<file path="config.mk">
export PLATFORM = sky130hd
export DESIGN_NAME = pulse_class_run_detector_core
export DESIGN_NICKNAME = d
export VERILOG_FILES = /design/src/pcrd_pkg.sv /design/src/pulse_class_run_detector_core.sv /design/src/pcrd_ctrl.sv /design/src/pcrd_dp.sv
export SDC_FILE = /design/constraint.sdc
export NUM_CORES = 1
export LEC_CHECK = 0
export ABC_AREA = 1
export BUFFER_PORTS_ARGS = -buffer_cell sky130_fd_sc_hd__buf_2
export CORE_MARGIN = 1.5
export CORE_UTILIZATION = 30
export DETAILED_ROUTE_END_ITERATION = 12
export GPL_TIMING_DRIVEN = 0
export PLACE_DENSITY_LB_ADDON = 0.1
export SLEW_MARGIN = 15
export SYNTH_ARGS = -nofsm -noshare
export SYNTH_HDL_FRONTEND = slang
export SYNTH_SLANG_ARGS = --single-unit
export TNS_END_PERCENT = 100
</file>
<file path="constraint.sdc">
create_clock -name aclk -period 15.6 [get_ports aclk]
set_clock_uncertainty 0.1 [all_clocks]
set_input_delay 0 -clock aclk [delete_from_list [all_inputs] [get_ports aclk]]
set_output_delay 0 -clock aclk [all_outputs]
set_load 0.05 [all_outputs]
</file>
<file path="src/pcrd_pkg.sv">
// shared types, constants and command/status structs of the pulse class run detector
package pcrd_pkg;

    localparam int CLASSES_PER_LEVEL = 3;
    localparam int NUM_SLOTS         = 2 * CLASSES_PER_LEVEL;
    localparam int CLS_W             = (CLASSES_PER_LEVEL > 1) ? $clog2(CLASSES_PER_LEVEL) : 1;
    localparam int SLOT_W            = $clog2(NUM_SLOTS);

    localparam int DUR_W      = 16;
    localparam int CNT_W      = 9;
    localparam int STAT_W     = 3;
    localparam int CFG_IDX_W  = 2;
    localparam int CFG_DATA_W = 16;

    localparam int S_TDATA_W = ((1 + DUR_W) + 7) / 8 * 8;
    localparam int M_TDATA_W = ((CNT_W + DUR_W) + 7) / 8 * 8;

    localparam int DVD_W     = DUR_W + CNT_W + 1;
    localparam int DVS_W     = CNT_W + 1;
    localparam int DIV_CNT_W = $clog2(DVD_W);

    localparam logic [CNT_W-1:0] MIN_MEMBERS = CNT_W'(3);
    localparam logic [CNT_W-1:0] COUNT_MAX   = '1;

    localparam logic [DUR_W-1:0] MIN_DUR_RESET = DUR_W'(40);
    localparam logic [DUR_W-1:0] MAX_DUR_RESET = DUR_W'(4000);
    localparam logic [CNT_W-1:0] MAX_RUN_RESET = CNT_W'(500);

    typedef enum logic [STAT_W-1:0] {
        STS_ACCEPTED  = 3'd0,
        STS_OUT_RANGE = 3'd1,
        STS_NO_CLASS  = 3'd2,
        STS_FULL      = 3'd3,
        STS_IDLE      = 3'd4
    } status_t;

    typedef enum logic [CFG_IDX_W-1:0] {
        CFG_MIN_DUR = 2'd0,
        CFG_MAX_DUR = 2'd1,
        CFG_MAX_RUN = 2'd2
    } cfg_idx_t;

    typedef enum logic [2:0] {
        S_IDLE,
        S_EVAL,
        S_SCAN,
        S_DIV,
        S_WRITE,
        S_EST,
        S_OUT
    } state_t;

    typedef struct packed {
        logic    load;
        logic    end_run;
        logic    set_status;
        status_t status;
        logic    scan_clear;
        logic    scan_next;
        logic    fill_slot;
        logic    mul;
        logic    div_step;
        logic    write_avg;
        logic    est;
        logic    out_load;
    } pcrd_cmd_t;

    typedef struct packed {
        logic run_active;
        logic run_full;
        logic out_of_range;
        logic slot_empty;
        logic slot_match;
        logic last_class;
        logic div_last;
        logic out_free;
    } pcrd_stat_t;

endpackage

</file>
<file path="src/pulse_class_run_detector_core.sv">
// top level of the pulse class run detector
// Each pulse is classified by level into up to three duration classes and answered with one
// result: status, run length and short-pulse estimate. One pulse is handled at a time; a new
// pulse is taken while the previous result still waits on the output register. A pulse that ends
// the run, arrives idle, or opens an empty class passes the check, the class scan (skipped when
// the run ends before the scan), the estimate and the output stage; a pulse that joins an
// existing class also passes the 26-step restoring divider that forms the new weighted average.
// The output stage waits on m_tready while the result register is full. Configuration writes are
// always ready and take effect on the next cycle.
module pulse_class_run_detector_core (
    input  logic                             aclk,
    input  logic                             aresetn,
    input  logic                             s_tvalid,
    output logic                             s_tready,
    input  logic [pcrd_pkg::S_TDATA_W-1:0]   s_tdata,   // level, duration, zero pad
    input  logic [0:0]                       s_tuser,   // start_req
    output logic                             m_tvalid,
    input  logic                             m_tready,
    output logic [pcrd_pkg::M_TDATA_W-1:0]   m_tdata,   // run_length, short_pulse, zero pad
    output logic [pcrd_pkg::STAT_W-1:0]      m_tuser,   // status
    input  logic                             cfg_valid,
    output logic                             cfg_ready,
    input  logic [pcrd_pkg::CFG_IDX_W-1:0]   cfg_index,
    input  logic [pcrd_pkg::CFG_DATA_W-1:0]  cfg_data
);
    import pcrd_pkg::*;

    pcrd_cmd_t  cmd;
    pcrd_stat_t stat;

    assign cfg_ready = 1'b1;

    pcrd_ctrl u_ctrl (
        .aclk     (aclk),
        .aresetn  (aresetn),
        .s_tvalid (s_tvalid),
        .s_tready (s_tready),
        .stat     (stat),
        .cmd      (cmd)
    );

    pcrd_dp u_dp (
        .aclk      (aclk),
        .aresetn   (aresetn),
        .cmd       (cmd),
        .stat      (stat),
        .s_tuser   (s_tuser),
        .s_tdata   (s_tdata),
        .cfg_valid (cfg_valid && cfg_ready),
        .cfg_index (cfg_index),
        .cfg_data  (cfg_data),
        .m_tvalid  (m_tvalid),
        .m_tready  (m_tready),
        .m_tdata   (m_tdata),
        .m_tuser   (m_tuser)
    );

endmodule

</file>
<file path="src/pcrd_ctrl.sv">
// controller state machine sequencing one pulse through check, class scan, divide and report
module pcrd_ctrl (
    input  logic                aclk,
    input  logic                aresetn,
    input  logic                s_tvalid,
    output logic                s_tready,
    input  pcrd_pkg::pcrd_stat_t stat,
    output pcrd_pkg::pcrd_cmd_t  cmd
);
    import pcrd_pkg::*;

    state_t state_reg;
    state_t state_next;

    always_ff @(posedge aclk) begin
        if (!aresetn) begin
            state_reg <= S_IDLE;
        end else begin
            state_reg <= state_next;
        end
    end

    always_comb begin
        state_next = state_reg;
        cmd        = '0;
        cmd.status = STS_ACCEPTED;
        s_tready   = 1'b0;
        case (state_reg)
            S_IDLE: begin
                s_tready = 1'b1;
                if (s_tvalid) begin
                    cmd.load   = 1'b1;
                    state_next = S_EVAL;
                end
            end
            S_EVAL: begin
                state_next     = S_EST;
                cmd.set_status = 1'b1;
                if (!stat.run_active) begin
                    cmd.status = STS_IDLE;
                end else if (stat.run_full) begin
                    cmd.status  = STS_FULL;
                    cmd.end_run = 1'b1;
                end else if (stat.out_of_range) begin
                    cmd.status  = STS_OUT_RANGE;
                    cmd.end_run = 1'b1;
                end else begin
                    cmd.set_status = 1'b0;
                    cmd.scan_clear = 1'b1;
                    state_next     = S_SCAN;
                end
            end
            S_SCAN: begin
                if (stat.slot_empty) begin
                    cmd.fill_slot  = 1'b1;
                    cmd.set_status = 1'b1;
                    cmd.status     = STS_ACCEPTED;
                    state_next     = S_EST;
                end else if (stat.slot_match) begin
                    cmd.mul    = 1'b1;
                    state_next = S_DIV;
                end else if (stat.last_class) begin
                    cmd.set_status = 1'b1;
                    cmd.status     = STS_NO_CLASS;
                    cmd.end_run    = 1'b1;
                    state_next     = S_EST;
                end else begin
                    cmd.scan_next = 1'b1;
                end
            end
            S_DIV: begin
                cmd.div_step = 1'b1;
                if (stat.div_last) begin
                    state_next = S_WRITE;
                end
            end
            S_WRITE: begin
                cmd.write_avg  = 1'b1;
                cmd.set_status = 1'b1;
                cmd.status     = STS_ACCEPTED;
                state_next     = S_EST;
            end
            S_EST: begin
                cmd.est    = 1'b1;
                state_next = S_OUT;
            end
            S_OUT: begin
                if (stat.out_free) begin
                    cmd.out_load = 1'b1;
                    state_next   = S_IDLE;
                end
            end
            default: begin
                state_next = S_IDLE;
            end
        endcase
    end

    a_busy_after_accept: assert property (@(posedge aclk) disable iff (!aresetn)
        s_tvalid && s_tready |=> !s_tready)
        else $error("input taken while a pulse is in progress");

    a_out_only_when_free: assert property (@(posedge aclk) disable iff (!aresetn)
        cmd.out_load |-> stat.out_free)
        else $error("result register overwritten");

    a_div_runs_out: assert property (@(posedge aclk) disable iff (!aresetn)
        state_reg == S_DIV && !stat.div_last |=> state_reg == S_DIV)
        else $error("divide left early");

endmodule

</file>
<file path="src/pcrd_dp.sv">
// datapath: configuration, class store, class scan, restoring divider, estimate and result register
module pcrd_dp (
    input  logic                                aclk,
    input  logic                                aresetn,
    input  pcrd_pkg::pcrd_cmd_t                 cmd,
    output pcrd_pkg::pcrd_stat_t                stat,
    input  logic [0:0]                          s_tuser,
    input  logic [pcrd_pkg::S_TDATA_W-1:0]      s_tdata,
    input  logic                                cfg_valid,
    input  logic [pcrd_pkg::CFG_IDX_W-1:0]      cfg_index,
    input  logic [pcrd_pkg::CFG_DATA_W-1:0]     cfg_data,
    output logic                                m_tvalid,
    input  logic                                m_tready,
    output logic [pcrd_pkg::M_TDATA_W-1:0]      m_tdata,
    output logic [pcrd_pkg::STAT_W-1:0]         m_tuser
);
    import pcrd_pkg::*;

    logic [DUR_W-1:0] min_dur_reg;
    logic [DUR_W-1:0] max_dur_reg;
    logic [CNT_W-1:0] max_run_reg;

    logic [DUR_W-1:0] avg_reg     [NUM_SLOTS];
    logic [CNT_W-1:0] members_reg [NUM_SLOTS];
    logic [CNT_W-1:0] count_reg;
    logic             run_active_reg;

    logic             lvl_reg;
    logic [DUR_W-1:0] dur_reg;
    logic [CLS_W-1:0] k_reg;

    logic [DVD_W-1:0]     dvd_reg;
    logic [DVS_W-1:0]     dvs_reg;
    logic [DVS_W-1:0]     rem_reg;
    logic [DIV_CNT_W-1:0] div_cnt_reg;

    logic [DUR_W-1:0] best_lo_reg;
    logic [DUR_W-1:0] best_hi_reg;

    status_t          status_reg;
    logic             m_tvalid_reg;
    logic [STAT_W-1:0] m_status_reg;
    logic [CNT_W-1:0] m_len_reg;
    logic [DUR_W-1:0] m_short_reg;

    logic [SLOT_W-1:0]       slot;
    logic [DUR_W-1:0]        slot_avg;
    logic [CNT_W-1:0]        slot_cnt;
    logic [DUR_W-1:0]        delta;
    logic [DUR_W+CNT_W-1:0]  prod;
    logic [DVS_W:0]          rem_sh;
    logic                    q_bit;
    logic [DVS_W:0]          rem_diff;
    logic [DUR_W-1:0]        best_next [2];
    logic [DUR_W-1:0]        b_lo;
    logic [DUR_W-1:0]        b_hi;
    logic [DUR_W:0]          est_sum;
    logic                    out_free;

    assign slot = SLOT_W'(lvl_reg) * SLOT_W'(CLASSES_PER_LEVEL) + SLOT_W'(k_reg);
    assign slot_avg = avg_reg[slot];
    assign slot_cnt = members_reg[slot];
    assign delta = (dur_reg > slot_avg) ? (dur_reg - slot_avg) : (slot_avg - dur_reg);
    assign prod = slot_avg * slot_cnt;

    assign rem_sh   = {rem_reg, dvd_reg[DVD_W-1]};
    assign rem_diff = rem_sh - {1'b0, dvs_reg};
    assign q_bit    = (rem_sh >= {1'b0, dvs_reg});

    assign out_free = !m_tvalid_reg || m_tready;

    always_comb begin
        stat              = '0;
        stat.run_active   = run_active_reg;
        stat.run_full     = (count_reg >= max_run_reg);
        stat.out_of_range = (dur_reg < min_dur_reg) || (dur_reg > max_dur_reg);
        stat.slot_empty   = (slot_cnt == '0);
        stat.slot_match   = (delta < (slot_avg >> 3));
        stat.last_class   = (k_reg == CLS_W'(CLASSES_PER_LEVEL - 1));
        stat.div_last     = (div_cnt_reg == DIV_CNT_W'(DVD_W - 1));
        stat.out_free     = out_free;
    end

    // smallest well populated class average per level
    always_comb begin
        for (int lv = 0; lv < 2; lv++) begin
            best_next[lv] = '0;
            for (int c = 0; c < CLASSES_PER_LEVEL; c++) begin
                if (avg_reg[lv * CLASSES_PER_LEVEL + c] != '0 &&
                    members_reg[lv * CLASSES_PER_LEVEL + c] >= MIN_MEMBERS &&
                    (best_next[lv] == '0 ||
                     avg_reg[lv * CLASSES_PER_LEVEL + c] < best_next[lv])) begin
                    best_next[lv] = avg_reg[lv * CLASSES_PER_LEVEL + c];
                end
            end
        end
    end

    assign b_lo    = (best_lo_reg == '0) ? best_hi_reg : best_lo_reg;
    assign b_hi    = (best_hi_reg == '0) ? best_lo_reg : best_hi_reg;
    assign est_sum = {1'b0, b_lo} + {1'b0, b_hi};

    always_ff @(posedge aclk) begin
        if (!aresetn) begin
            min_dur_reg <= MIN_DUR_RESET;
            max_dur_reg <= MAX_DUR_RESET;
            max_run_reg <= MAX_RUN_RESET;
        end else if (cfg_valid) begin
            case (cfg_idx_t'(cfg_index))
                CFG_MIN_DUR: min_dur_reg <= cfg_data;
                CFG_MAX_DUR: max_dur_reg <= cfg_data;
                CFG_MAX_RUN: max_run_reg <= cfg_data[CNT_W-1:0];
                default: ;
            endcase
        end
    end

    always_ff @(posedge aclk) begin
        if (!aresetn) begin
            for (int i = 0; i < NUM_SLOTS; i++) begin
                avg_reg[i]     <= '0;
                members_reg[i] <= '0;
            end
            count_reg      <= '0;
            run_active_reg <= 1'b0;
        end else begin
            if (cmd.load && s_tuser[0]) begin
                for (int i = 0; i < NUM_SLOTS; i++) begin
                    avg_reg[i]     <= '0;
                    members_reg[i] <= '0;
                end
                count_reg      <= '0;
                run_active_reg <= 1'b1;
            end
            if (cmd.end_run) begin
                run_active_reg <= 1'b0;
            end
            if (cmd.fill_slot) begin
                avg_reg[slot]     <= dur_reg;
                members_reg[slot] <= CNT_W'(1);
            end
            if (cmd.write_avg) begin
                avg_reg[slot] <= dvd_reg[DUR_W-1:0];
                if (slot_cnt != COUNT_MAX) begin
                    members_reg[slot] <= slot_cnt + CNT_W'(1);
                end
            end
            if ((cmd.fill_slot || cmd.write_avg) && count_reg != COUNT_MAX) begin
                count_reg <= count_reg + CNT_W'(1);
            end
        end
    end

    always_ff @(posedge aclk) begin
        if (cmd.load) begin
            lvl_reg <= s_tdata[0];
            dur_reg <= s_tdata[DUR_W:1];
        end
        if (cmd.scan_clear) begin
            k_reg <= '0;
        end else if (cmd.scan_next) begin
            k_reg <= k_reg + CLS_W'(1);
        end
        if (cmd.mul) begin
            dvd_reg     <= DVD_W'(prod) + DVD_W'(dur_reg);
            dvs_reg     <= DVS_W'(slot_cnt) + DVS_W'(1);
            rem_reg     <= '0;
            div_cnt_reg <= '0;
        end else if (cmd.div_step) begin
            rem_reg     <= q_bit ? rem_diff[DVS_W-1:0] : rem_sh[DVS_W-1:0];
            dvd_reg     <= {dvd_reg[DVD_W-2:0], q_bit};
            div_cnt_reg <= div_cnt_reg + DIV_CNT_W'(1);
        end
        if (cmd.set_status) begin
            status_reg <= cmd.status;
        end
        if (cmd.est) begin
            best_lo_reg <= best_next[0];
            best_hi_reg <= best_next[1];
        end
        if (cmd.out_load) begin
            m_status_reg <= status_reg;
            m_len_reg    <= count_reg;
            m_short_reg  <= est_sum[DUR_W:1];
        end
    end

    always_ff @(posedge aclk) begin
        if (!aresetn) begin
            m_tvalid_reg <= 1'b0;
        end else if (cmd.out_load) begin
            m_tvalid_reg <= 1'b1;
        end else if (m_tready) begin
            m_tvalid_reg <= 1'b0;
        end
    end

    assign m_tvalid = m_tvalid_reg;
    assign m_tuser  = m_status_reg;
    assign m_tdata  = M_TDATA_W'({m_short_reg, m_len_reg});

    a_run_starts_on_request: assert property (@(posedge aclk) disable iff (!aresetn)
        $rose(run_active_reg) |-> $past(cmd.load && s_tuser[0]))
        else $error("run became active without a start request");

    a_quotient_fits: assert property (@(posedge aclk) disable iff (!aresetn)
        cmd.write_avg |-> dvd_reg[DVD_W-1:DUR_W] == '0)
        else $error("weighted mean wider than a duration");

    a_joined_class_populated: assert property (@(posedge aclk) disable iff (!aresetn)
        cmd.fill_slot || cmd.write_avg |=> members_reg[$past(slot)] != '0)
        else $error("joined class has no members");

endmodule
</file>
**Word-level counts from Yosys, hierarchy flattened**

Memories as Yosys holds them, arrays and structs flattened.
Cells that the tools add are included.

- Register bits after elaboration: 188
- Bits in latches: 0
- Bits in writable memories: 150
- Memory bits (read-only): 0
- Bits of input ports: 48
- Output and inout port bits: 38
- Word-level logic and storage cells: 218
- Memories kept: 2

- Add/sub/neg operators: 11
- Multiply operators: 2
- Divide/modulo/power cells: 0
- $lt $le $gt $ge: 16
- Equal/unequal tests: 16
- Shifts and indexed selects: 0
- Multiplexer cells: 91
- Bitwise logic cells: 15
- Reduce and logical (&&, ||, !) cells: 45

Memory list:

| name | depth | width | rd ports | clocked after memory_dff | wr ports | line | RTL |
|---|---|---|---|---|---|---|---|
| u_dp.avg_reg | 6 | 16 | 7 | 0 | 6 | pcrd_dp.sv:23 | `logic [DUR_W-1:0] avg_reg [NUM_SLOTS];` |
| u_dp.members_reg | 6 | 9 | 7 | 0 | 6 | pcrd_dp.sv:24 | `logic [CNT_W-1:0] members_reg [NUM_SLOTS];` |

Operators with widths:

| kind | number |
|---|---|
| two-way mux 16 bit | 17 |
| zero test 16 bit | 6 |
| nonzero test 16 bit | 6 |
| two-way mux 9 bit | 10 |
| less-than comparator 16 bit | 5 |
| >= comparator 9 x 2 -> 1 bit (second input constant) | 6 |
| two-way mux 26 bit | 2 |
| two-way mux 3 bit | 14 |
| two-way mux 1 bit | 40 |
| > comparator 16 bit | 2 |
| subtractor 16 bit | 2 |
| adder 25 x 16 -> 26 bit | 1 |
| multiplier 16 x 9 -> 25 bit | 1 |
| one-hot mux 3 bit (7 select lines) | 1 |
| adder 9 x 1 -> 9 bit (second input constant) | 2 |
| inequality test 9 bit (second input constant) | 2 |
| adder 16 x 16 -> 17 bit | 1 |
| less-than comparator 16 x 13 -> 1 bit | 1 |
| OR reduction 16 bit | 1 |
| bitwise OR 1 bit | 14 |
| logical AND 1 bit | 12 |
| one-hot mux 4 bit (3 select lines) | 1 |
| >= comparator 11 x 10 -> 1 bit | 1 |
| adder 9 x 1 -> 10 bit (second input constant) | 1 |
| 31 further kinds | 47 |

**Longest topological paths before layout**

Gate-level depths: netlist (run 1).
An unclocked memory read counts as a cell.

- Depth in word-level cells: 15
- Mapped depth: 42
- Depth with buffers taken out: 38

**Hierarchy**

A second synthesis (run 1) with hierarchy kept.

- Cell total of the unflattened synthesis: 3,080
- Area total of the unflattened synthesis: 26,963.4 um^2

By module, submodules not included:

| module | times used | cells each | area an instance (um^2) | seq. area each (um^2) |
|---|---|---|---|---|
| pcrd_dp | 1 | 2,994 | 26,521.7 | 10,870.4 |
| pcrd_ctrl | 1 | 84 | 430.4 | 60.1 |
| pulse_class_run_detector_core | 1 | 2 | 11.3 | 0.0 |

**Worst setup path after synthesis (run 1)**

Ideal clock, no wire load.

- Kind: reg-to-reg
- Start point: register u_dp.lvl_reg
- End point: register u_dp.dvd_reg[24] (data pin)
- Library setup time: 0.256 ns
- Arrival: 7.004 ns
- Data required time: 15.244 ns
- Setup slack: 8.240 ns
- Stages on the path, launching flop included: 36
- Buffers on the path: 2
- Clock period less this slack: 7.360 ns
- Cell sequence: edfxtp_1 > ha_1 > inv_1 > fa_1 > inv_2 > nor2_1 > nand2_1 > buf_2 > buf_1 > o22ai_1 > nor2_1 > nand4_1 > inv_1 > nand2_1 > fa_1 > inv_1 > fa_1 > inv_1 > fa_1 > inv_1 > fa_1 > inv_1 > fa_1 > inv_1 > ha_1 > nand2_1 > nor2_1 > o21ai_0 > o211ai_1 > a31oi_1 > o21bai_1 > a21boi_0 > o21ai_0 > a21oi_1 > xor2_1 > o21ai_1

- Cells in the longest elaborated chain, start to end: 10
- Elaborated cells on any way between the ends: 16
- Classes of those cells: 4 x add/sub; 2 x mul; 2 x order compare; 5 x mux; 1 x reduce/logical; 2 x memory

Ends and longest elaborated chain:

| what | line | RTL |
|---|---|---|
| start, declared | pcrd_dp.sv:28 | `logic lvl_reg;` |
| start signal, assigned | pcrd_dp.sv:156 | `lvl_reg <= s_tdata[0];` |
| multiplier 1 x 2 -> 3 bit (*) | pcrd_dp.sv:60 | `assign slot = SLOT_W'(lvl_reg) * SLOT_W'(CLASSES_PER_LEVEL) + SLOT_W'(k_reg);` |
| adder 3 x 2 -> 3 bit (*) | pcrd_dp.sv:60 |  |
| parallel branches: the longest is 7 deep, another holds adder 25 x 16 -> 26 bit | n/a |  |
| two-way mux 26 bit (*) | pcrd_dp.sv:164 | `if (cmd.mul) begin` |
| end signal, assigned | pcrd_dp.sv:165 | `dvd_reg <= DVD_W'(prod) + DVD_W'(dur_reg);` |
| end signal, assigned | pcrd_dp.sv:171 | `dvd_reg <= {dvd_reg[DVD_W-2:0], q_bit};` |
| end, declared | pcrd_dp.sv:32 | `logic [DVD_W-1:0] dvd_reg;` |

Every way passes the cells marked *.
A chain may end at the register's enable or synchronous reset.

**Worst setup path in the final report (run 1)**

- Start point: register u_dp.k_reg[0]
- End point: register u_dp.dvd_reg[24] (data pin)

- Cells in the longest elaborated chain, start to end: 9
- Elaborated cells on any way between the ends: 15
- Classes of those cells: 4 x add/sub; 1 x mul; 2 x order compare; 5 x mux; 1 x reduce/logical; 2 x memory

Ends and longest elaborated chain:

| what | line | RTL |
|---|---|---|
| start, declared | pcrd_dp.sv:30 | `logic [CLS_W-1:0] k_reg;` |
| start signal, assigned | pcrd_dp.sv:162 | `k_reg <= k_reg + CLS_W'(1);` |
| adder 3 x 2 -> 3 bit (*) | pcrd_dp.sv:60 |  |
| parallel branches: the longest is 7 deep, another holds adder 25 x 16 -> 26 bit | n/a |  |
| two-way mux 26 bit (*) | pcrd_dp.sv:164 |  |

Marked as above.

==> summary.txt, run 1 <==
GRT
  – Wire length of the first global-routing pass: 142 mm
  – Initial antenna violation count: 1
  – GRT overflow: 0
  – Number of global-route vias before repair: 22934
  – Largest net degree at the start of global routing: 26
  – GRT Total Usage: 20.3%

Cells and area
  – Diodes inserted: 0
  – Filler instances: 9313
  – Most common cell after layout, fill and taps aside: nand2_1
  – Final instance count without filler cells: 4532
  – Layout area overhead: 15.3%
  – Nets: 3724
  – Commonest non-fill, non-tap cells in the layout: nand2_1 (596), inv_1 (474), nor2_1 (381), edfxtp_1 (316), ha_1 (238)
  – Share of layout cells above drive strength 1: 8.46%
  – Largest register FFs: 128

Critical path
  – Crit path kind: register to register
  – WP data arrival: 9950 ps
  – Critical Path Fanout Max: 10
  – CP required: 15840 ps
  – CP Launch Type: register
  – Flop2flop setup slack: 5880 ps
  – Crit-path most repeated cell: inv_1
  – Setup crit end kind: register
  – Slowest-stage cell, CP: nand4_1
  – Slowest Stage Delay on Critical Path: 730 ps

Routing
  – DRT Wirelength: 93.5 mm
  – DR WL/cell: 20.6 µm
  – First drt pass iteration count: 5
  – Detail Route Antenna Nets: 0
  – Routed vias: 22356
  – 1st-iter DRT viols: 1715
  – Via-to-Cell Ratio: 4.93
  – Post-route DRC: 0

Yosys
  – Xor and xnor area share after synthesis: 1.99%
  – Distinct cells, synth: 70
  – Synth Area in Adders: 19.5%
  – Synth warnings: 0
  – Top_reg_cell synth: edfxtp_1
  – Syn Std Cell Area: 27300 µm²
  – Synthesized area per cell: 8.76 µm²
  – Cells after synthesis: 3123
  – Post-Synth Simple-Gate Area: 18.6%
  – EDFF count, synth: 316
  – Main combinational cell family by area after synthesis: adder cells
  – Mux share of post-synthesis cell area: 0.146%
  – Post-synthesis sequential area ratio: 40.0%
  – Compound-Gate Fraction of Synth Area: 10.9%
  – Seq cells post-synth: 388
  – Post-synthesis async set-or-reset flop share: 0%

STA
  – Least-Margin Pin Slew: 1250 ps
  – Final setup fails: 0
  – Max Fclk: 0.103 GHz
  – Final TNS setup: 0 ps
  – RSZ-0062 raised after global routing: no
  – Tmin final: 9720 ps
  – Final hold vios: 0
  – Final worst path period share: 62.3%
  – Worst slew margin: 16.2%
  – Max Slew Vio Count: 0

Run status
  – Status: finished, final reports clean

Place
  – Final HPWL DP: 74.3 mm
  – DP Cell Count: 4379
  – Routability Congestion: 0.906
  – Port bufs: 69

Clocking
  – Clk slew on worst S/H paths: 60 ps
  – CTS Buf Count: 49
  – Clock sink total: 388
  – Clock latency at the later pin of the worst-skew pair: 600 ps
  – Clock Path Buffers: 3
  – H-tree Lvls: 2
  – Root buf cell: clkbuf_16
  – CTS tree: built

Floorplanning
  – Die Area: 93000 µm²
  – Initial core utilization: 30.3%
  – I/O pins: 86
  – Cell Rows: 110
  – DIE HEIGHT: 305 µm
  – Chip Width: 305 µm
  – Core Region: 90100 µm²

Flow run
  – Max cap viols: 0

Min path
  – Worst hold-check path type: input pin to register
## layout make-up
type	instances	area, µm²	area share, %
repair buffers	141	1120	3.55
flip-flops and latches	388	10900	34.7
inverters	511	1930	6.11
well taps	1176	1470	4.67
multi-input cells	2139	14100	44.6
plain buffers	91	512	1.62
clock inverters	31	251	0.797
clock buffers	55	1270	4.03
## logic make-up (layout without fill, tap and decap cells)
logic type,after synthesis,after routing
AND/OR/NAND/NOR,1208,1208
XOR/XNOR,62,62
AO/OA/AOI/OAI,502,502
adder cells (fa/ha/maj),355,355
flip-flops,388,388
multiplexers,4,4
other,2,8
buffers and inverters,602,829
## stage by stage
stage	worst slack (ps)	cell area, µm²	hold WS (ps)	utilization (%)
2_1_floorplan	8240	27400	-1.13	-
3_3_place_gp	5470	29200	76.9	32.4
3_5_place_dp	5830	29300	78.1	32.5
4_1_cts	5810	31500	2.11	35.0
5_1_grt	5380	31500	33.0	35.0
6_report	5880	31500	47.1	35.0
## path summary, 6_finish.rpt
path | start | to | cells after the start
setup reg to reg | u_dp.k_reg[0]$_SDFFE_PP0P_ | u_dp.dvd_reg[24]$_DFFE_PP_ | 35
hold / removal | s_tdata[4] | u_dp.dur_reg[3]$_DFFE_PP_ | 2
hold reg to reg | u_dp.status_reg[2]$_DFFE_PP_ | u_dp.m_tuser[2]$_DFFE_PP_ | 0
setup / recovery | u_dp.k_reg[0]$_SDFFE_PP0P_ | u_dp.dvd_reg[24]$_DFFE_PP_ | 35
## worst max-delay path: cells and delay by family, from the launching register on
kind | cells | cell delay [ps]
buf+inv | 10 | 1780
fa+ha+maj | 8 | 3790
compound gates | 9 | 1500
flops | 1 | 480
xor+xnor | 1 | 250
simple gates | 7 | 1500
## what timing repair did
item,4_1_cts,5_1_grt
hold buffers,67,0
endpoints found under the hold margin,98,0
setup buffers,0,0
resized for setup,0,0
## routing by layer
metal / routed length (µm) / vias up / global-route usage [%]
met4: 3950 / 0 / 8.13
met5: 0 / - / 0
met3: 4520 / 157 / 2.64
li1: - / 10768 / -
met2: 45000 / 557 / 34.9
met1: 40000 / 10874 / 25.6
## synthesized netlist by cell type (all sizes together) (5+ instances only)
| library cell | instances | area [µm²] |
|---|---|---|
| xor2 | 40 | 350 |
| nor3 | 26 | 156 |
| a221oi | 15 | 138 |
| inv | 503 | 1890 |
| dfxtp | 72 | 1440 |
| a211oi | 12 | 90.1 |
| o22ai | 63 | 394 |
| edfxtp | 316 | 9490 |
| xnor2 | 22 | 193 |
| a31oi | 10 | 62.6 |
| o221ai | 5 | 43.8 |
| nand3 | 94 | 485 |
| buf | 51 | 360 |
| a21oi | 165 | 826 |
| o21a | 20 | 150 |
| nand2 | 616 | 2400 |
| nor2 | 391 | 1500 |
| o21bai | 11 | 82.6 |
| or2 | 10 | 62.6 |
| nand4 | 39 | 263 |
| clkinv | 8 | 35.0 |
| fa | 117 | 2340 |
| o211ai | 21 | 158 |
| o21ai | 145 | 744 |
| clkbuf | 40 | 151 |
| ha | 238 | 2980 |
| nor4 | 24 | 156 |
Power of run 1 is left out: the tool's default activity adds up to more than one toggle a clock period on the data nets, which glitch-free logic cannot reach.
==> inputs of run 2 (changes only) <==
==> constraint.sdc (replaced) <==
create_clock -name aclk -period 8.15 [get_ports aclk]
set_clock_uncertainty 0.1 [all_clocks]
set_input_delay 0 -clock aclk [delete_from_list [all_inputs] [get_ports aclk]]
set_output_delay 0 -clock aclk [all_outputs]
set_load 0.05 [all_outputs]
==> run 2 against run 1 <==
Sequential share of layout area is 0.71 points lower. Core utilization is 0.74 points higher. Die area stayed put. Setup slack worse by 5700 ps. Via count grew 0.95%. Global-route usage is 0.24 points higher. Largest cell class unchanged. Critical path depth down 3. Clock-buffer cell count unchanged. Fmax grew 22%. Flip-flop and latch count is the same.
==> summary.txt, run 2 (same netlist as run 1, synthesis figures left out) <==
GRT
  – Gr busiest metal: met2
  – Largest net degree at the start of global routing: 26
  – GR Util met3: 2.63%
  – GRT Total Usage: 20.5%
  – Met2 GRT Util: 35.4%
  – GRT overflow: 0
  – Wire length of the first global-routing pass: 144 mm
  – Initial antenna violation count: 1
  – Number of global-route vias before repair: 23049
  – Met1 Resource Use GR: 25.8%

Routing
  – First drt pass iteration count: 8
  – 1st-iter DRT viols: 1753
  – DR WL/cell: 20.8 µm
  – Post-route DRC: 0
  – DRT Wirelength: 94.9 mm
  – Routed vias: 22569
  – Detail Route Antenna Nets: 0
  – Via-to-Cell Ratio: 4.94

Critical path
  – Flop2flop setup slack: 190 ps
  – Worst Reg-to-Reg Cells: 32
  – Crit-path most repeated cell: inv_1
  – Critical R2R Capture: u_dp.dvd_reg[24]$_DFFE_PP_
  – Slowest-stage cell, CP: fa_2
  – Slowest Stage Delay on Critical Path: 640 ps
  – CP Launch Type: register
  – Critical Path Fanout Max: 10
  – Setup crit end kind: register
  – Reg-to-Reg Start: u_dp.k_reg[0]$_SDFFE_PP0P_
  – Crit path kind: register to register
  – WP data arrival: 8190 ps
  – CP required: 8390 ps

Min path
  – Hold path start: s_tdata[2]
  – Worst Hold Depth: 2
  – Worst hold-check path type: input pin to register
  – Worst Hold End: u_dp.dur_reg[1]$_DFFE_PP_

Flow run
  – Max cap viols: 0

Floorplanning
  – Cell Rows: 110
  – I/O pins: 86
  – Initial core utilization: 30.3%
  – Chip Width: 305 µm
  – Die Area: 93000 µm²
  – DIE HEIGHT: 305 µm
  – Core Region: 90100 µm²

Cells and area
  – Largest register FFs: 128
  – Layout area overhead: 17.8%
  – Share of layout cells above drive strength 1: 11.8%
  – Commonest non-fill, non-tap cells in the layout: nand2_1 (581), inv_1 (461), nor2_1 (379), edfxtp_1 (316), ha_1 (235)
  – Most common cell after layout, fill and taps aside: nand2_1
  – Final instance count without filler cells: 4569
  – Filler instances: 9290
  – Nets: 3761
  – Diodes inserted: 0

Clocking
  – Clock Path Buffers: 3
  – CTS Buf Count: 49
  – Clk slew on worst S/H paths: 60 ps
  – Clock latency at the later pin of the worst-skew pair: 600 ps
  – CTS tree: built
  – Root buf cell: clkbuf_16
  – Clock sink total: 388
  – H-tree Lvls: 2

STA
  – Least-Margin Pin Slew: 1320 ps
  – Max Slew Vio Count: 0
  – Worst slew margin: 11.2%
  – Final setup fails: 0
  – RSZ-0062 raised after global routing: yes
  – Final hold vios: 0
  – Final worst path period share: 97.6%
  – Tmin final: 7960 ps
  – Max Fclk: 0.126 GHz

Place
  – Final HPWL DP: 74.3 mm
  – Port bufs: 69
  – Routability Congestion: 0.906
  – DP Cell Count: 4379

Run status
  – Status: finished, final reports clean
[run 2: cell type report]
cell class | count | area [µm²] | share of cell area, %
multi-input combinational | 2139 | 14200 | 44.2
sequential | 388 | 10900 | 33.9
inverter | 511 | 1980 | 6.14
tap | 1176 | 1470 | 4.57
timing repair buffer | 181 | 1450 | 4.49
clock buffer | 55 | 1270 | 3.94
buffer | 88 | 621 | 1.93
clock inverter | 31 | 251 | 0.781
[run 2: worst max-delay path, delay by kind of cell (launching register included)]
family	cells	cell delay, ps
flops	1	380
compound gates	11	1940
xor+xnor	1	250
buf+inv	8	980
fa+ha+maj	8	3350
simple gates	4	680
[run 2: worst max-delay path by stage]
stage	startpoint	end	slack (ps)	cells past startpoint
after floorplan	u_dp.lvl_reg$_DFFE_PP_	u_dp.dvd_reg[24]$_DFFE_PP_	790	35
after global placement	u_dp.k_reg[0]$_SDFFE_PP0P_	u_dp.dvd_reg[15]$_DFFE_PP_	-1980	33
after detailed placement	u_dp.k_reg[0]$_SDFFE_PP0P_	u_dp.dvd_reg[25]$_DFFE_PP_	-1620	34
after CTS	u_dp.k_reg[0]$_SDFFE_PP0P_	u_dp.dvd_reg[24]$_DFFE_PP_	20	31
after global routing	u_dp.k_reg[0]$_SDFFE_PP0P_	u_dp.dvd_reg[24]$_DFFE_PP_	-110	32
final	u_dp.k_reg[0]$_SDFFE_PP0P_	u_dp.dvd_reg[24]$_DFFE_PP_	190	32
[run 2: stage by stage]
stage	setup WS [ps]	area (µm²)	utilization, %	TNS, ps	hold WS (ps)
detailed placement	-1620	29300	32.5	-84570	78.1
global route	-115	32200	35.7	-115	32.9
CTS	16.6	31900	35.4	0	2.11
finish	195	32200	35.7	0	42.2
floorplan	790	27400	-	0	-1.13
global placement	-1980	29200	32.4	-109400	76.9
[run 2: layer usage]
metal | vias up | routed length, µm
met4 | 0 | 4040
met5 | - | 0
li1 | 10854 | -
met2 | 570 | 45800
met1 | 10981 | 40800
met3 | 164 | 4320
[run 2: what timing repair did]
action,CTS,global route
hold endpoints to repair,98,0
hold buffers,67,0
setup buffers,25,15
pin swaps,12,8
setup endpoints to repair,87,36
gates resized for setup,87,44
Power of run 2 is left out for the same reason.
==> inputs of run 3 (changes only) <==
--- a/config.mk
+++ b/config.mk
@@ -5,7 +5,6 @@
 export SDC_FILE = /design/constraint.sdc
 export NUM_CORES = 1
 export LEC_CHECK = 0
-export ABC_AREA = 1
 export BUFFER_PORTS_ARGS = -buffer_cell sky130_fd_sc_hd__buf_2
 export CORE_MARGIN = 1.5
 export CORE_UTILIZATION = 30
==> run 3 against run 2 <==
Flip-flop and latch count unchanged. Non-clock buffer count grew 111. Synthesized area is 1.4% lower. Cell count decreased by 6.0%. Clock-buffer cell count is 3 lower. Via count is 1.5% lower. Setup slack worse by 56 ps. Die area fell by 1.4%. First-iteration DRC count shrank 19%. Cell area rose by 4.0%. Synthesized cell count is 11% lower. Hold slack about the same. Critical path type unchanged. Critical endpoint is now u_dp.dvd_reg[23]$_DFFE_PP_.
==> summary.txt, run 3 <==
Place
  – Dpl ws: -1930 ps
  – Routability Congestion: 0.900
  – Final HPWL DP: 73.1 mm
  – Port bufs: 69
  – Placed cell area: 29200 µm²

Critical path
  – Crit-path most repeated cell: fa_1
  – CP Launch Type: register
  – Flop2flop setup slack: 140 ps
  – Critical Path Fanout Max: 8
  – Crit path kind: register to register
  – CP required: 8380 ps
  – WP data arrival: 8250 ps
  – Slowest Stage Delay on Critical Path: 540 ps
  – Slowest-stage cell, CP: fa_1
  – Setup crit end kind: register

Cells and area
  – Nets: 3494
  – Diodes inserted: 0
  – Share of layout cells above drive strength 1: 16.6%
  – Design area: 33500 µm²
  – Commonest non-fill, non-tap cells in the layout: edfxtp_1 (316), nor2_1 (313), nand2_1 (273), inv_1 (265), ha_1 (230)
  – Most common cell after layout, fill and taps aside: edfxtp_1
  – Largest register FFs: 128
  – Layout area overhead: 24.2%

STA
  – Final setup fails: 0
  – Max Slew Vio Count: 0
  – Worst slew margin: 14.8%
  – Tmin final: 8010 ps
  – Least-Margin Pin Slew: 1240 ps
  – Final hold vios: 0
  – Max Fclk: 0.125 GHz
  – Hold WS: 42.4 ps
  – RSZ-0062 raised after global routing: yes
  – Final worst path period share: 98.3%
  – Final worst slack: 139 ps

Clocking
  – Clock latency at the later pin of the worst-skew pair: 600 ps
  – CTS tree: built
  – Clock Path Buffers: 3
  – Root buf cell: clkbuf_16
  – CTS Buf Count: 47
  – Clock sink total: 388
  – Clk slew on worst S/H paths: 70 ps
  – H-tree Lvls: 2

Floorplanning
  – DIE HEIGHT: 303 µm
  – Initial core utilization: 30.4%
  – I/O pins: 86
  – Core Region: 88800 µm²
  – Die Area: 91700 µm²
  – Chip Width: 303 µm
  – Cell Rows: 109

GRT
  – Number of global-route vias before repair: 22352
  – Largest net degree at the start of global routing: 33
  – GRT overflow: 0
  – GRT Total Usage: 20.6%
  – Initial antenna violation count: 0
  – Wire length of the first global-routing pass: 141 mm

Yosys
  – Share of the synthesized area in the top cell type: 35.2%
  – Seq cells post-synth: 388
  – Cells after synthesis: 2777
  – Synth warnings: 0
  – Cells taking the most area after synthesis: edfxtp_1 (35%), ha_1 (11%), fa_1 (8.7%), dfxtp_1 (5.3%), nor2_1 (4.5%)
  – EDFF count, synth: 316
  – Top_reg_cell synth: edfxtp_1
  – Most area-hungry cell type in the Yosys netlist: edfxtp_1
  – Synthesized area per cell: 9.71 µm²
  – Top cells by count, synth: nor2_1 (323), edfxtp_1 (316), nand2_1 (288)
  – Count leader, synth: nor2_1
  – Post-synthesis sequential area ratio: 40.5%
  – Post-synthesis async set-or-reset flop share: 0%
  – Syn Std Cell Area: 27000 µm²
  – Distinct cells, synth: 81

Routing
  – First drt pass iteration count: 6
  – Post-route DRC: 0
  – DRT Wirelength: 94.3 mm
  – DR WL/cell: 22.0 µm
  – Via-to-Cell Ratio: 5.18
  – Routed vias: 22232
  – 1st-iter DRT viols: 1414
  – Detail Route Antenna Nets: 0

Min path
  – Worst hold-check path type: input pin to register

Run status
  – Status: finished, final reports clean

Flow run
  – Max cap viols: 0
## run 3: cell types whose count changed in the layout (fill, tap and decap cells not counted), sizes merged, moves of 34 or more
cell   previous run  this run
a21o              2        75
buf             164       246
inv             496       278
mux2i             4        38
nand2           616       288
nand3            94        45
nor2            391       323
o31ai             3        40
## run 3: layout make-up
type	count	area, µm²
Sequential cell	388	10900
Multi-Input combinational cell	1986	15300
Fill cell	8909	55300
Clock inverter	34	367
Tap cell	1165	1460
Inverter	288	1130
Buffer	113	837
Clock buffer	52	1220
Timing Repair Buffer	267	2210
## run 3: metrics by stage
stage          util (%)  TNS, ps  cells
3_5_place_dp       32.9   -95460   4042
3_3_place_gp       32.5  -329580   4017
6_report           37.7        0   4293
4_1_cts            36.7        0   4243
2_1_floorplan         -        0   2783
5_1_grt            37.7     -242   4293
## run 3: cell families after synthesis
kind of cell               Yosys count  synth area share, %
buffers and inverters              409                 6.04
DFF                                388                 40.5
adders and majority gates          355                 19.7
AOI/OAI and AO/OA                  610                 14.5
and+or+nand+nor                    900                 15.2
xor gates and xnor gates            60                 1.95
muxes                               53                 2.05
other                                2               0.0279
## run 3: timing repair
| action | CTS | global route |
|---|---|---|
| gates resized for setup | 172 | 133 |
| endpoints found under the setup margin | 87 | 113 |
| pin swaps | 31 | 54 |
| setup buffers | 57 | 52 |
| cloned | 2 | 0 |
| hold buffers | 63 | 0 |
| endpoints found under the hold margin | 82 | 0 |
## run 3: per-layer routing
metal	up-vias	share of wire, %	global-route usage [%]
met5	-	0	0
met4	0	3.1	6.08
met3	139	4.8	2.74
met2	627	49	35.7
met1	10997	43	26.6
li1	10469	-	-
## run 3: final timing paths
check / start / endpoint / cells after the start
setup / recovery: u_dp.lvl_reg$_DFFE_PP_ / u_dp.dvd_reg[23]$_DFFE_PP_ / 37
hold / removal: s_tdata[7] / u_dp.dur_reg[6]$_DFFE_PP_ / 2
setup reg to reg: u_dp.lvl_reg$_DFFE_PP_ / u_dp.dvd_reg[23]$_DFFE_PP_ / 37
hold reg to reg: u_dp.status_reg[2]$_DFFE_PP_ / u_dp.m_tuser[2]$_DFFE_PP_ / 0
## run 3: worst max-delay path, delay by kind of cell (launching register included)
family / cells / cell delay [ps]
XOR/XNOR: 1 / 160
AND/OR/NAND/NOR: 5 / 510
AO/OA/AOI/OAI: 10 / 1830
flip-flops: 1 / 400
buffers and inverters: 13 / 1410
adder cells (fa/ha/maj): 8 / 3340
Power of run 3 is left out for the same reason.
